File: src/rtl/ttf_pkg.sv
// ----------------------------------------------------------------------------
// ttf_pkg
// Types, widths and codes shared by the tangent frame controller, datapath
// and top level.
// ----------------------------------------------------------------------------
package ttf_pkg;

	localparam int COORD_W   = 32;
	localparam int UNIT_W    = 16;
	localparam int DIFF_W    = COORD_W + 1;
	localparam int PROD_W    = 2 * DIFF_W;
	localparam int ACC_W     = PROD_W;
	localparam int MAG_W     = ACC_W - 1;
	localparam int NV_W      = 31;
	localparam int NORM_W    = 31;
	localparam int SUM_W     = 64;
	localparam int ROOT_W    = 32;
	localparam int FRAC_BITS = 14;
	localparam int QUO_W     = 15;
	localparam int DVS_W     = ROOT_W + FRAC_BITS;
	localparam int NUM_W     = DVS_W + 1;
	localparam int SQRT_STEPS = 32;
	localparam int UNIT_Q14  = 16384;

	localparam logic [SUM_W-1:0] SQRT_BIT0 = 64'h4000_0000_0000_0000;

	localparam int MI_W = 5;
	localparam logic [MI_W-1:0] MI_DET0 = 5'd0;
	localparam logic [MI_W-1:0] MI_TV0  = 5'd2;
	localparam logic [MI_W-1:0] MI_BV0  = 5'd8;
	localparam logic [MI_W-1:0] MI_N0   = 5'd14;
	localparam logic [MI_W-1:0] MI_SQ0  = 5'd20;
	localparam logic [MI_W-1:0] MI_END  = 5'd23;

	localparam logic [1:0] VEC_T = 2'd0;
	localparam logic [1:0] VEC_B = 2'd1;
	localparam logic [1:0] VEC_N = 2'd2;
	localparam logic [1:0] LAST_COMP = 2'd2;

	localparam logic [3:0] OP_NOP       = 4'd0;
	localparam logic [3:0] OP_CAP1      = 4'd1;
	localparam logic [3:0] OP_CAP2      = 4'd2;
	localparam logic [3:0] OP_CAP3      = 4'd3;
	localparam logic [3:0] OP_LOAD      = 4'd4;
	localparam logic [3:0] OP_ALIGN     = 4'd5;
	localparam logic [3:0] OP_SQRT_INIT = 4'd6;
	localparam logic [3:0] OP_SQRT_STEP = 4'd7;
	localparam logic [3:0] OP_DIV_INIT  = 4'd8;
	localparam logic [3:0] OP_DIV_STEP  = 4'd9;
	localparam logic [3:0] OP_DIV_STORE = 4'd10;
	localparam logic [3:0] OP_OUT       = 4'd11;

	typedef struct packed {
		logic signed [COORD_W-1:0] pos_x;
		logic signed [COORD_W-1:0] pos_y;
		logic signed [COORD_W-1:0] pos_z;
		logic signed [COORD_W-1:0] tex_u;
		logic signed [COORD_W-1:0] tex_v;
		logic                      end_of_mesh;
	} vtx_t;

	typedef struct packed {
		logic signed [COORD_W-1:0] x;
		logic signed [COORD_W-1:0] y;
		logic signed [COORD_W-1:0] z;
		logic signed [COORD_W-1:0] u;
		logic signed [COORD_W-1:0] v;
	} coord_t;

	typedef struct packed {
		logic signed [UNIT_W-1:0] tangent_x;
		logic signed [UNIT_W-1:0] tangent_y;
		logic signed [UNIT_W-1:0] tangent_z;
		logic signed [UNIT_W-1:0] binormal_x;
		logic signed [UNIT_W-1:0] binormal_y;
		logic signed [UNIT_W-1:0] binormal_z;
		logic signed [UNIT_W-1:0] normal_x;
		logic signed [UNIT_W-1:0] normal_y;
		logic signed [UNIT_W-1:0] normal_z;
		logic                     degenerate;
	} frame_t;

	typedef struct packed {
		logic [3:0]      op;
		logic            mul_en;
		logic [MI_W-1:0] mul_idx;
		logic [1:0]      vec;
		logic [1:0]      comp;
		logic            degen;
	} cmd_t;

	typedef struct packed {
		logic det_zero;
		logic mag_zero;
		logic aligned;
	} sts_t;

endpackage

File: src/rtl/ttf_ctrl.sv
// ----------------------------------------------------------------------------
// ttf_ctrl
// Sequencer: vertex slot tracking, command issue for the datapath and the
// result valid flag.
// ----------------------------------------------------------------------------
module ttf_ctrl (
	input  logic          clk,
	input  logic          arst_n,
	input  logic          vtx_valid,
	input  logic          vtx_eom,
	output logic          vtx_ready,
	output logic          frame_valid,
	input  logic          frame_ready,
	input  ttf_pkg::sts_t sts,
	output ttf_pkg::cmd_t cmd
);
	import ttf_pkg::*;

	localparam logic [3:0] S_IDLE      = 4'd0;
	localparam logic [3:0] S_MUL       = 4'd1;
	localparam logic [3:0] S_MUL_WAIT  = 4'd2;
	localparam logic [3:0] S_CHECK     = 4'd3;
	localparam logic [3:0] S_LOAD      = 4'd4;
	localparam logic [3:0] S_ALIGN     = 4'd5;
	localparam logic [3:0] S_SQ        = 4'd6;
	localparam logic [3:0] S_SQ_WAIT   = 4'd7;
	localparam logic [3:0] S_SQRT_INIT = 4'd8;
	localparam logic [3:0] S_SQRT      = 4'd9;
	localparam logic [3:0] S_DIV_INIT  = 4'd10;
	localparam logic [3:0] S_DIV       = 4'd11;
	localparam logic [3:0] S_DIV_STORE = 4'd12;
	localparam logic [3:0] S_NMUL      = 4'd13;
	localparam logic [3:0] S_NMUL_WAIT = 4'd14;
	localparam logic [3:0] S_FIN       = 4'd15;

	localparam logic [1:0] SLOT_FIRST  = 2'd0;
	localparam logic [1:0] SLOT_SECOND = 2'd1;
	localparam logic [1:0] SLOT_THIRD  = 2'd2;

	logic [3:0]      state_q, state_d;
	logic [1:0]      slot_q, slot_d;
	logic [MI_W-1:0] cnt_q, cnt_d;
	logic [1:0]      comp_q, comp_d;
	logic [1:0]      vec_q, vec_d;
	logic            degen_q, degen_d;
	logic            ovalid_q, ovalid_d;

	always_comb begin
		state_d     = state_q;
		slot_d      = slot_q;
		cnt_d       = cnt_q;
		comp_d      = comp_q;
		vec_d       = vec_q;
		degen_d     = degen_q;
		ovalid_d    = ovalid_q && !frame_ready;
		cmd.op      = OP_NOP;
		cmd.mul_en  = 1'b0;
		cmd.mul_idx = cnt_q;
		cmd.vec     = vec_q;
		cmd.comp    = comp_q;
		cmd.degen   = degen_q;
		unique case (state_q)
			S_IDLE: begin
				if (vtx_valid) begin
					if (slot_q == SLOT_THIRD) begin
						cmd.op  = OP_CAP3;
						slot_d  = SLOT_FIRST;
						cnt_d   = MI_DET0;
						degen_d = 1'b0;
						state_d = S_MUL;
					end else if (slot_q == SLOT_SECOND) begin
						cmd.op = OP_CAP2;
						slot_d = vtx_eom ? SLOT_FIRST : SLOT_THIRD;
					end else begin
						cmd.op = OP_CAP1;
						slot_d = vtx_eom ? SLOT_FIRST : SLOT_SECOND;
					end
				end
			end
			S_MUL: begin
				cmd.mul_en = 1'b1;
				cnt_d      = cnt_q + 1'b1;
				if (cnt_q == MI_N0 - 1'b1) begin
					state_d = S_MUL_WAIT;
				end
			end
			S_MUL_WAIT: state_d = S_CHECK;
			S_CHECK: begin
				if (sts.det_zero) begin
					degen_d = 1'b1;
					state_d = S_FIN;
				end else begin
					vec_d   = VEC_T;
					state_d = S_LOAD;
				end
			end
			S_LOAD: begin
				cmd.op  = OP_LOAD;
				state_d = S_ALIGN;
			end
			S_ALIGN: begin
				if (sts.mag_zero) begin
					degen_d = 1'b1;
					state_d = S_FIN;
				end else if (sts.aligned) begin
					cnt_d   = MI_SQ0;
					state_d = S_SQ;
				end else begin
					cmd.op = OP_ALIGN;
				end
			end
			S_SQ: begin
				cmd.mul_en = 1'b1;
				cnt_d      = cnt_q + 1'b1;
				if (cnt_q == MI_END - 1'b1) begin
					state_d = S_SQ_WAIT;
				end
			end
			S_SQ_WAIT: state_d = S_SQRT_INIT;
			S_SQRT_INIT: begin
				cmd.op  = OP_SQRT_INIT;
				cnt_d   = '0;
				state_d = S_SQRT;
			end
			S_SQRT: begin
				cmd.op = OP_SQRT_STEP;
				cnt_d  = cnt_q + 1'b1;
				if (cnt_q == MI_W'(SQRT_STEPS - 1)) begin
					comp_d  = '0;
					state_d = S_DIV_INIT;
				end
			end
			S_DIV_INIT: begin
				cmd.op  = OP_DIV_INIT;
				cnt_d   = '0;
				state_d = S_DIV;
			end
			S_DIV: begin
				cmd.op = OP_DIV_STEP;
				cnt_d  = cnt_q + 1'b1;
				if (cnt_q == MI_W'(QUO_W - 1)) begin
					state_d = S_DIV_STORE;
				end
			end
			S_DIV_STORE: begin
				cmd.op = OP_DIV_STORE;
				if (comp_q == LAST_COMP) begin
					comp_d = '0;
					if (vec_q == VEC_T) begin
						vec_d   = VEC_B;
						state_d = S_LOAD;
					end else if (vec_q == VEC_B) begin
						cnt_d   = MI_N0;
						state_d = S_NMUL;
					end else begin
						state_d = S_FIN;
					end
				end else begin
					comp_d  = comp_q + 1'b1;
					state_d = S_DIV_INIT;
				end
			end
			S_NMUL: begin
				cmd.mul_en = 1'b1;
				cnt_d      = cnt_q + 1'b1;
				if (cnt_q == MI_SQ0 - 1'b1) begin
					state_d = S_NMUL_WAIT;
				end
			end
			S_NMUL_WAIT: begin
				vec_d   = VEC_N;
				state_d = S_LOAD;
			end
			S_FIN: begin
				if (!ovalid_q || frame_ready) begin
					cmd.op   = OP_OUT;
					ovalid_d = 1'b1;
					state_d  = S_IDLE;
				end
			end
			default: state_d = S_IDLE;
		endcase
	end

	always_ff @(posedge clk or negedge arst_n) begin
		if (!arst_n) begin
			state_q  <= S_IDLE;
			slot_q   <= SLOT_FIRST;
			cnt_q    <= '0;
			comp_q   <= '0;
			vec_q    <= VEC_T;
			degen_q  <= 1'b0;
			ovalid_q <= 1'b0;
		end else begin
			state_q  <= state_d;
			slot_q   <= slot_d;
			cnt_q    <= cnt_d;
			comp_q   <= comp_d;
			vec_q    <= vec_d;
			degen_q  <= degen_d;
			ovalid_q <= ovalid_d;
		end
	end

	assign vtx_ready   = (state_q == S_IDLE);
	assign frame_valid = ovalid_q;

endmodule

File: config.mk
export PLATFORM = sky130hd
export DESIGN_NAME = ttf_ctrl
export DESIGN_NICKNAME = d
export VERILOG_FILES = /design/src/rtl/ttf_pkg.sv /design/src/rtl/ttf_ctrl.sv
export SDC_FILE = /design/constraint.sdc
export NUM_CORES = 1
export LEC_CHECK = 0
export CORE_MARGIN = 2
export CORE_UTILIZATION = 65
export DETAILED_ROUTE_END_ITERATION = 8
export DONT_BUFFER_PORTS = 1
export GPL_ROUTABILITY_DRIVEN = 1
export PLACE_DENSITY = 0.79
export SKIP_LAST_GASP = 1
export SLEW_MARGIN = 25
export SYNTH_ARGS = -nofsm -noshare
export SYNTH_HDL_FRONTEND = slang
export SYNTH_SLANG_ARGS = --single-unit
File: constraint.sdc
create_clock -name clk -period 4.3 [get_ports clk]
set_clock_uncertainty 0.2 [all_clocks]
set_input_delay 0.645 -clock clk [delete_from_list [all_inputs] [get_ports clk]]
set_output_delay 0.645 -clock clk [all_outputs]
set_load 0.05 [all_outputs]
# Yosys cells after proc, flatten, opt, wreduce, memory -nomap -nowiden
# Index checks and enable logic that the tools add are counted.
# word_totals
regBits	17
in_bits	8
out_inout_bits	17
elab_cells	119
# classes
add_sub_neg	2
eq_ne	42
n_mux	49
reduce_logical	19
# op_table
op	count
$pmux W4 S16	1
$mux W4	14
$pmux W4 S9	1
$mux W5	7
$eq A4 B4 Y1 const B	8
$ne A2 B2 Y1 const B	16
$pmux W5 S5	1
$mux W2	12
$eq A4 B3 Y1 const B	4
$eq A5 B5 Y1 const B	3
$eq A5 B4 Y1 const B	2
$reduce_and A9 Y1	1
$eq A4 B2 Y1 const B	2
$mux W1	8
$reduce_and A8 Y1	1
$mux W3	2
$pmux W2 S3	1
$reduce_bool A3 Y1	2
$add A5 B1 Y5 const B	1
$reduce_and A5 Y1	1
$reduce_bool A5 Y1	1
$reduce_or A5 Y1	1
$eq A2 B1 Y1 const B	2
$eq A2 B2 Y1 const B	2
other kinds (16)	18

# Logic depth before layout (Yosys ltp)
# Gate-level depths: netlist (run 1).
# depth
word_depth	5
ltp_mapped	7
mapped_depth_nobuf	7

# Worst setup path after synthesis (run 1)
# No wires, ideal clock.
# synth_path
path_kind	register to output
startpoint	reg state_q[0]
endpoint	out cmd[11] (netlist bit)
arrival_time_ns	3.421
t_required_ns	3.455
setup_slack_ns	0.034
path_stages_with_launch	5
path_buffers	1
cell_sequence	dfrtp_1 -> buf_2 -> nor4_1 -> nand2_1 -> o211ai_1
# synth_lines
element	line	source
start: declaration	ttf_ctrl.sv:40	logic [3:0] state_q, state_d;
start signal: assignment	ttf_ctrl.sv:195	state_q <= state_d;
end: declaration	ttf_ctrl.sv:15	output ttf_pkg::cmd_t cmd

==> impl_metrics.json, run 1 <==
{
  "cts_setup_buffers": 0,
  "ant_nets": 0,
  "row_count": 16,
  "overflow": 0,
  "cp_slowest_cell": "dfrtp_1",
  "synthFlopType": "dfrtp_1",
  "async_reset_ff_share_pct": 100,
  "status": "finished, final reports clean",
  "wl_met2_um": 1590,
  "cts-hold-fix-buffers": 1,
  "hpwl_um": 2320,
  "io_buffers": 0,
  "synth_cell_type_count": 49,
  "synth_seq_cells": 17,
  "clockBufferDepth": 2,
  "layout_commonest_cell": "nand2_1",
  "path_cells": "nor2b_1 -> a21boi_0 -> o21ai_1",
  "via_count": 1295,
  "synth_edf_count": 0,
  "die_x_um": 49.5,
  "yosysSeqAreaShare_pct": 31.6,
  "gp_congestion": 0.942,
  "drt-met1-wl_um": 1390,
  "antenna_found_initial": 0,
  "die_area_sq_um": 2450,
  "grt_max_degree": 30,
  "drt_iter0_drc": 40,
  "period_minus_slack_ps": 3260,
  "core_sq_um": 1960,
  "drc": 0,
  "area_delta_synth_final_pct": 3.71,
  "fin_crit_sh_pct": 75.7,
  "path_class": "reg2out",
  "ctsRootBufferMaster": "clkbuf_4",
  "cp_data_arrival_time_ps": 2410,
  "drv_slew": 0,
  "ios": 25,
  "routedWlPerCell_um": 16.7,
  "rsz0062_at_grt": "false",
  "cts_tree": "yes",
  "die-height_um": 49.5,
  "ys_warn_count": 0,
  "hold_path_class": "in2reg",
  "initial_core_util_pct": 68.7,
  "track_usage_pct": 28.8,
  "most-common-layout-cells": "nand2_1, a21oi_1, dfrtp_1",
  "hold_viol": 0,
  "nets": 183,
  "slew_headroom_pct": 36.6,
  "cts-resized-gates": 0,
  "maxCapViolCount": 0,
  "multi_input_area_sq_um": 846,
  "regArea_sq_um": 425,
  "nFillCells": 189,
  "h-tree-depth": 1,
  "cts_sinks": 17,
  "clkTransAtPathRegs_ps": 100,
  "grt_pass1_vias": 1136,
  "insertion_delay_ps": 300,
  "drive_above_1_share_pct": 10.7,
  "netlist_instances": 170,
  "top_layer": "met4",
  "tightestPinTransition_ps": 945,
  "critical_path.endpoint_type": "output pin",
  "via_per_inst": 6.64,
  "cpPeakStageDelay_ps": 840,
  "drt_pass1_iterations": 5,
  "wl_met3_um": 219,
  "syn_avg_cell_area_sq_um": 7.93,
  "setup_viol": 0,
  "syn_nets": 184,
  "required_ps": 3450,
  "wl_um": 3250,
  "diodes": 0,
  "cp_max_fo": 26,
  "grt_pass1_wl_um": 5400,
  "setup.worst_path.start_class": "flop",
  "fin_tns_setup_ps": 0,
  "synth_area_sq_um": 1350,
  "cts_buffers": 3,
  "max_freq_mhz": 307
}
[cells in the mapped netlist, drive strengths merged (4+ instances only)]
cell type	count	area (sq um)
buf	6	33.8
nand2b	4	25.0
nand3	4	20.0
ha	6	75.1
dfrtp	17	425
nor3	5	25.0
nand2	27	101
nor2	11	41.3
inv	9	33.8
clkbuf	4	15.0
o21ai	10	50.1
a21oi	17	85.1
[layout make-up]
cell class,instances,area share (%)
clock buffers,4,1.88
inverters,9,2.42
well taps,27,2.42
multi-input cells,134,60.5
flip-flops and latches,17,30.4
repair buffers,4,2.33
[cell families after synthesis]
family / after synthesis / synth area share (%)
AO/OA/AOI/OAI: 53 / 25.7
adder cells (fa/ha/maj): 6 / 5.57
buffers and inverters: 19 / 6.13
flip-flops: 17 / 31.6
multiplexers: 1 / 1.11
AND/OR/NAND/NOR: 74 / 29.9
[sequential cells by signal, summed over array words and instances (netlist names)]
name / flops
cnt_q: 5
state_q: 4
comp_q: 2
slot_q: 2
frame_valid: 1
degen_q: 1
vec_q: 2
[path summary, 6_finish.rpt]
kind                                         from                     end  slack (ps)  depth (start not counted)
setup / recovery           state_q[2]$_DFFE_PN0P_                 cmd[13]        1040                          3
setup reg to reg             cnt_q[0]$_DFFE_PN0P_  state_q[0]$_DFFE_PN0P_        1520                          7
min in group asynchronous                  arst_n  state_q[3]$_DFFE_PN0P_         640                          1
hold reg to reg             slot_q[1]$_DFFE_PN0P_   slot_q[1]$_DFFE_PN0P_         340                          2
hold / removal                            vtx_eom   slot_q[0]$_DFFE_PN0P_         230                          1
max in group asynchronous                  arst_n    cnt_q[0]$_DFFE_PN0P_        2790                          1
[critical path, delay by kind of cell, from the launching register on]
family	cells	cell delay, ps
simple gates	1	380
compound gates	2	890
flops	1	840
[metal layers]
metal,vias to the layer above,track usage (%)
met1,621,39.6
met5,-,0
met2,60,45.8
li1,610,-
met3,4,3.94
met4,0,11.1
[stage by stage]
| stage | utilization, % | instance area, sq um | hold WS (ps) | setup slack (ps) | std cells |
|---|---|---|---|---|---|
| 4_1_cts | 71.2 | 1400 | 235 | 1080 | 195 |
| 3_5_place_dp | 69.4 | 1360 | 150 | 1420 | 190 |
| 2_1_floorplan | - | 1350 | 149 | 34.5 | 170 |
| 5_1_grt | 71.2 | 1400 | 227 | 868 | 195 |
| 6_report | 71.2 | 1400 | 233 | 1040 | 195 |
| 3_3_place_gp | 69.4 | 1360 | 150 | 1480 | 190 |
Power of run 1 is not shown: default switching activity piles up to over one toggle a cycle in this logic, so the estimate is an artifact.
==> run 2, diff against run 1 <==
- CORE_UTILIZATION: 65 -> 62
- PLACE_DENSITY: 0.79 -> 0.76
- clock period: 4.3 -> 3.26 ns (I/O delays scaled with it)
==> run 2 against run 1 <==
  * Core utilization increased by 1.3 points
  * Final cell count increased by 3.1%
  * Non-clock buffer count increased by 6
==> impl_metrics.json, run 2 (same netlist as run 1, synthesis figures left out) <==
{
  "ios": 25,
  "insertion_delay_ps": 290,
  "via_per_inst": 6.50,
  "required_ps": 2570,
  "core_sq_um": 2000,
  "drive_above_1_share_pct": 13.8,
  "die_area_sq_um": 2560,
  "cp_data_arrival_time_ps": 2120,
  "via_count": 1306,
  "gp_congestion": 0.934,
  "antenna_found_initial": 0,
  "wl_um": 3170,
  "stdcell_count": 201,
  "grt_max_degree": 27,
  "period_minus_slack_ps": 2810,
  "routedWlPerCell_um": 15.8,
  "area_delta_synth_final_pct": 7.71,
  "path_class": "reg2out",
  "largest_register": "cnt_q",
  "cts_tree": "yes",
  "track_usage_pct": 28.2,
  "ant_nets": 0,
  "cts-hold-fix-buffers": 1,
  "overflow": 0,
  "cts_buffers": 3,
  "tightestPinTransition_ps": 783,
  "final_core_util_pct": 72.5,
  "crit_start": "state_q[2]$_DFFE_PN0P_",
  "slew_headroom_pct": 47.8,
  "clkTransAtPathRegs_ps": 100,
  "most-common-layout-cells": "nand2_1, a21oi_1, dfrtp_1",
  "diodes": 0,
  "min-delay-start": "vtx_eom",
  "dp_cells": 196,
  "drt_iter0_drc": 44,
  "r2r_cells": 6,
  "hold_depth": 1,
  "drc": 0,
  "largestRegisters": "cnt_q: 5 flops, state_q: 4 flops",
  "hold_viol": 0,
  "cp_max_fo": 26,
  "cts_sinks": 17,
  "r2r_start": "cnt_q[3]$_DFFE_PN0P_",
  "cts-resized-gates": 0,
  "status": "finished, final reports clean",
  "nets": 189,
  "ctsRootBufferMaster": "clkbuf_4",
  "setup_viol": 0,
  "drt_pass1_iterations": 4,
  "largest_register_ff_count": 5,
  "fin_tns_setup_ps": 0,
  "max_freq_mhz": 355,
  "layout_commonest_cell": "nand2_1",
  "grt_pass1_wl_um": 5610,
  "clockBufferDepth": 2,
  "critical_path.endpoint_type": "output pin",
  "row_count": 16,
  "cts_setup_buffers": 0,
  "fin_crit_sh_pct": 86.3,
  "io_buffers": 0,
  "reg2reg_setup_slack_ps": 660,
  "drv_slew": 0,
  "die-height_um": 50.6,
  "setup.worst_path.start_class": "flop",
  "h-tree-depth": 1,
  "initial_core_util_pct": 67.3,
  "hold_ws_ps": 80.4,
  "hold_path_class": "in2reg",
  "maxCapViolCount": 0,
  "hpwl_um": 2290,
  "grt_pass1_vias": 1239,
  "rsz0062_at_grt": "false",
  "die_x_um": 50.6
}
-- run 2: cell count changes in the layout (fill, tap and decap cells not counted) --
cell and change:
nor4_2 -1, nor4_4 +1, buf_4 +6
-- run 2: path summary, 6_finish.rpt --
check | end
min reg2reg | slot_q[0]$_DFFE_PN0P_
min | slot_q[0]$_DFFE_PN0P_
min in group asynchronous | vec_q[1]$_DFFE_PN0P_
max in group asynchronous | slot_q[1]$_DFFE_PN0P_
max reg2reg | state_q[0]$_DFFE_PN0P_
max | cmd[10]
-- run 2: per-stage QoR --
step	worst slack (ps)	instance area, sq um
after floorplan	314	1360
after detailed placement	694	1420
final	446	1450
after global placement	763	1420
after global routing	237	1450
after CTS	453	1450
-- run 2: routing by layer --
layer,part of all wire (%),GRT usage [%],vias up
met5,0,0,-
met4,1.6,9.01,0
met3,7.4,4.76,6
met2,48,47.6,51
met1,43,36.7,620
li1,-,-,629
-- run 2: worst max-delay path: stages (launching register included) --
cell and delay [ps]:
dfrtp_1 860, nand4bb_1 410, nand3_1 560
-- run 2: layout make-up --
class | instances | area (sq um)
fillers | 172 | 551
well taps | 27 | 33.8
flip-flops and latches | 17 | 425
repair buffers | 10 | 77.6
multi-input cells | 134 | 855
inverters | 9 | 33.8
clock buffers | 4 | 26.3
Power of run 2 is left out for the same reason.
==> run 3, diff against run 2 <==
- CAP_MARGIN: not set -> 10
- CTS_CLUSTER_SIZE: not set -> 14
- PLACE_DENSITY: 0.76 -> 0.89
==> run 3 against run 2 <==
  * Critical endpoint is now cmd[13]
  * Core utilization rose by 0.38 points
  * Largest cell class unchanged
  * Wire length rose by 5.8%
  * Global-route usage fell by 0.19 points
  * Setup slack got worse by 45 ps
  * Die area did not move
  * Final area rose by 0.52%
  * Flip-flop and latch count did not move
  * Worst hold slack got worse by 17 ps
==> impl_metrics.json, run 3 (same netlist as run 1, synthesis figures left out) <==
{
  "drive_above_1_share_pct": 14.3,
  "path_cells": "buf_4 -> nor2b_1 -> a21boi_0 -> o21ai_1 -> buf_4",
  "grt_max_degree": 25,
  "largest_register": "cnt_q",
  "area_delta_synth_final_pct": 8.26,
  "ios": 25,
  "p_total_mw": 1.76,
  "cts_setup_buffers": 0,
  "clockBufferDepth": 2,
  "layout_commonest_cell": "nand2_1",
  "overflow": 0,
  "status": "finished, final reports clean",
  "cts_tree": "yes",
  "wl_um": 3350,
  "reg2reg_to": "state_q[0]$_DFFE_PN0P_",
  "cpPeakStageDelay_ps": 690,
  "most-common-layout-cells": "nand2_1, a21oi_1, dfrtp_1",
  "crit_buf_inv": 2,
  "via_per_inst": 6.43,
  "cts_sinks": 17,
  "ant_nets": 0,
  "path_class": "reg2out",
  "die_area_sq_um": 2560,
  "fin_tns_setup_ps": 0,
  "grt_pass1_vias": 1213,
  "hold_depth": 1,
  "required_ps": 2570,
  "clkTransAtPathRegs_ps": 100,
  "setup_viol": 0,
  "slew_headroom_pct": 45.6,
  "core_sq_um": 2000,
  "via_count": 1299,
  "row_count": 16,
  "gp_congestion": 0.909,
  "period_minus_slack_ps": 2860,
  "h-tree-depth": 1,
  "crit_family": "flip-flops",
  "hold_path_class": "in2reg",
  "power.leakage_nw": 0.633,
  "critical_path.endpoint_type": "output pin",
  "initial_core_util_pct": 67.3,
  "track_usage_pct": 28.0,
  "grt_pass1_wl_um": 5430,
  "diodes": 0,
  "r2r_cells": 6,
  "cp_data_arrival_time_ps": 2170,
  "cpMostUsedCell": "buf_4",
  "insertion_delay_ps": 310,
  "place_ws_ps": 724,
  "min-delay-start": "vtx_eom",
  "setup_ws_ps": 401,
  "drt_iter0_drc": 51,
  "hpwl_um": 2390,
  "p_per_area_nw_per_um2": 1210,
  "cp_slowest_cell": "dfrtp_1",
  "routedWlPerCell_um": 16.6,
  "ir_worst_vdd_uv": 675,
  "antenna_found_initial": 0,
  "cp_max_fo": 16,
  "io_buffers": 0,
  "hold_viol": 0,
  "fin_crit_sh_pct": 87.7,
  "die-height_um": 50.6,
  "reg2reg_setup_slack_ps": 690,
  "setup.worst_path.start_class": "flop",
  "nets": 190,
  "ctsRootBufferMaster": "clkbuf_4",
  "die_x_um": 50.6,
  "tightestPinTransition_ps": 813,
  "drv_slew": 0,
  "nFillCells": 159,
  "r2r_start": "cnt_q[3]$_DFFE_PN0P_",
  "cts-resized-gates": 0,
  "regArea_sq_um": 425,
  "multi_input_area_sq_um": 855,
  "max_freq_mhz": 350,
  "maxCapViolCount": 0,
  "rsz0062_at_grt": "false",
  "worstHoldEndpoint": "slot_q[0]$_DFFE_PN0P_",
  "drc": 0,
  "drt_pass1_iterations": 4,
  "largest_register_ff_count": 5,
  "cts_buffers": 3,
  "largestRegisters": "cnt_q: 5 flops, state_q: 4 flops"
}
run 3: cell types whose count changed in the layout (fill, tap and decap cells not counted):
cell   delta
buf_4     +1
run 3: stage by stage:
stage                     util, %  cells  area [sq um]  hold WS [ps]
final                        72.9    202          1460          63.7
after global routing         72.9    202          1460          69.6
after CTS                    72.9    202          1460          66.1
after detailed placement     71.1    197          1420         -6.18
after global placement       71.1    197          1420         -6.18
after floorplan                 -    170          1360         -6.59
run 3: worst max-delay path by stage:
stage | to | startpoint | slack, ps | depth (start not counted)
6_report | cmd[13] | state_q[2]$_DFFE_PN0P_ | 400 | 5
5_1_grt | cmd[11] | state_q[3]$_DFFE_PN0P_ | 320 | 5
4_1_cts | cmd[13] | state_q[2]$_DFFE_PN0P_ | 450 | 5
3_5_place_dp | state_q[0]$_DFFE_PN0P_ | cnt_q[3]$_DFFE_PN0P_ | 720 | 6
3_3_place_gp | state_q[0]$_DFFE_PN0P_ | cnt_q[3]$_DFFE_PN0P_ | 760 | 6
2_1_floorplan | cmd[11] | state_q[3]$_DFFE_PN0P_ | 310 | 3
run 3: cell type report:
cell class | count | share of cell area, %
clock buffers | 4 | 1.80
inverters | 9 | 2.32
multi-input cells | 134 | 58.6
flip-flops and latches | 17 | 29.2
well taps | 27 | 2.32
repair buffers | 11 | 5.83
run 3: report_power, final:
part / internal (mW) / switching [mW]
clock: 0.0478 / 0.0762
sequential: 0.290 / 0.275
combinational: 0.423 / 0.650
total: 0.760 / 1.00
run 3: repair_timing:
| action | 4_1_cts | 5_1_grt |
|---|---|---|
| hold endpoints to repair | 17 | 0 |
| endpoints found under the setup margin | 0 | 0 |
| hold buffers | 1 | 0 |
run 3: routing by layer:
| layer | wire [um] | part of all wire, % | vias to the layer above | track usage (%) |
|---|---|---|---|---|
| li1 | - | - | 632 | - |
| met1 | 1430 | 43 | 600 | 35.3 |
| met2 | 1660 | 49 | 58 | 48.2 |
| met3 | 185 | 5.5 | 9 | 4.17 |
| met4 | 78 | 2.3 | 0 | 10.4 |
| met5 | 0 | 0 | - | 0 |
Power figures use the tool's default switching activity.
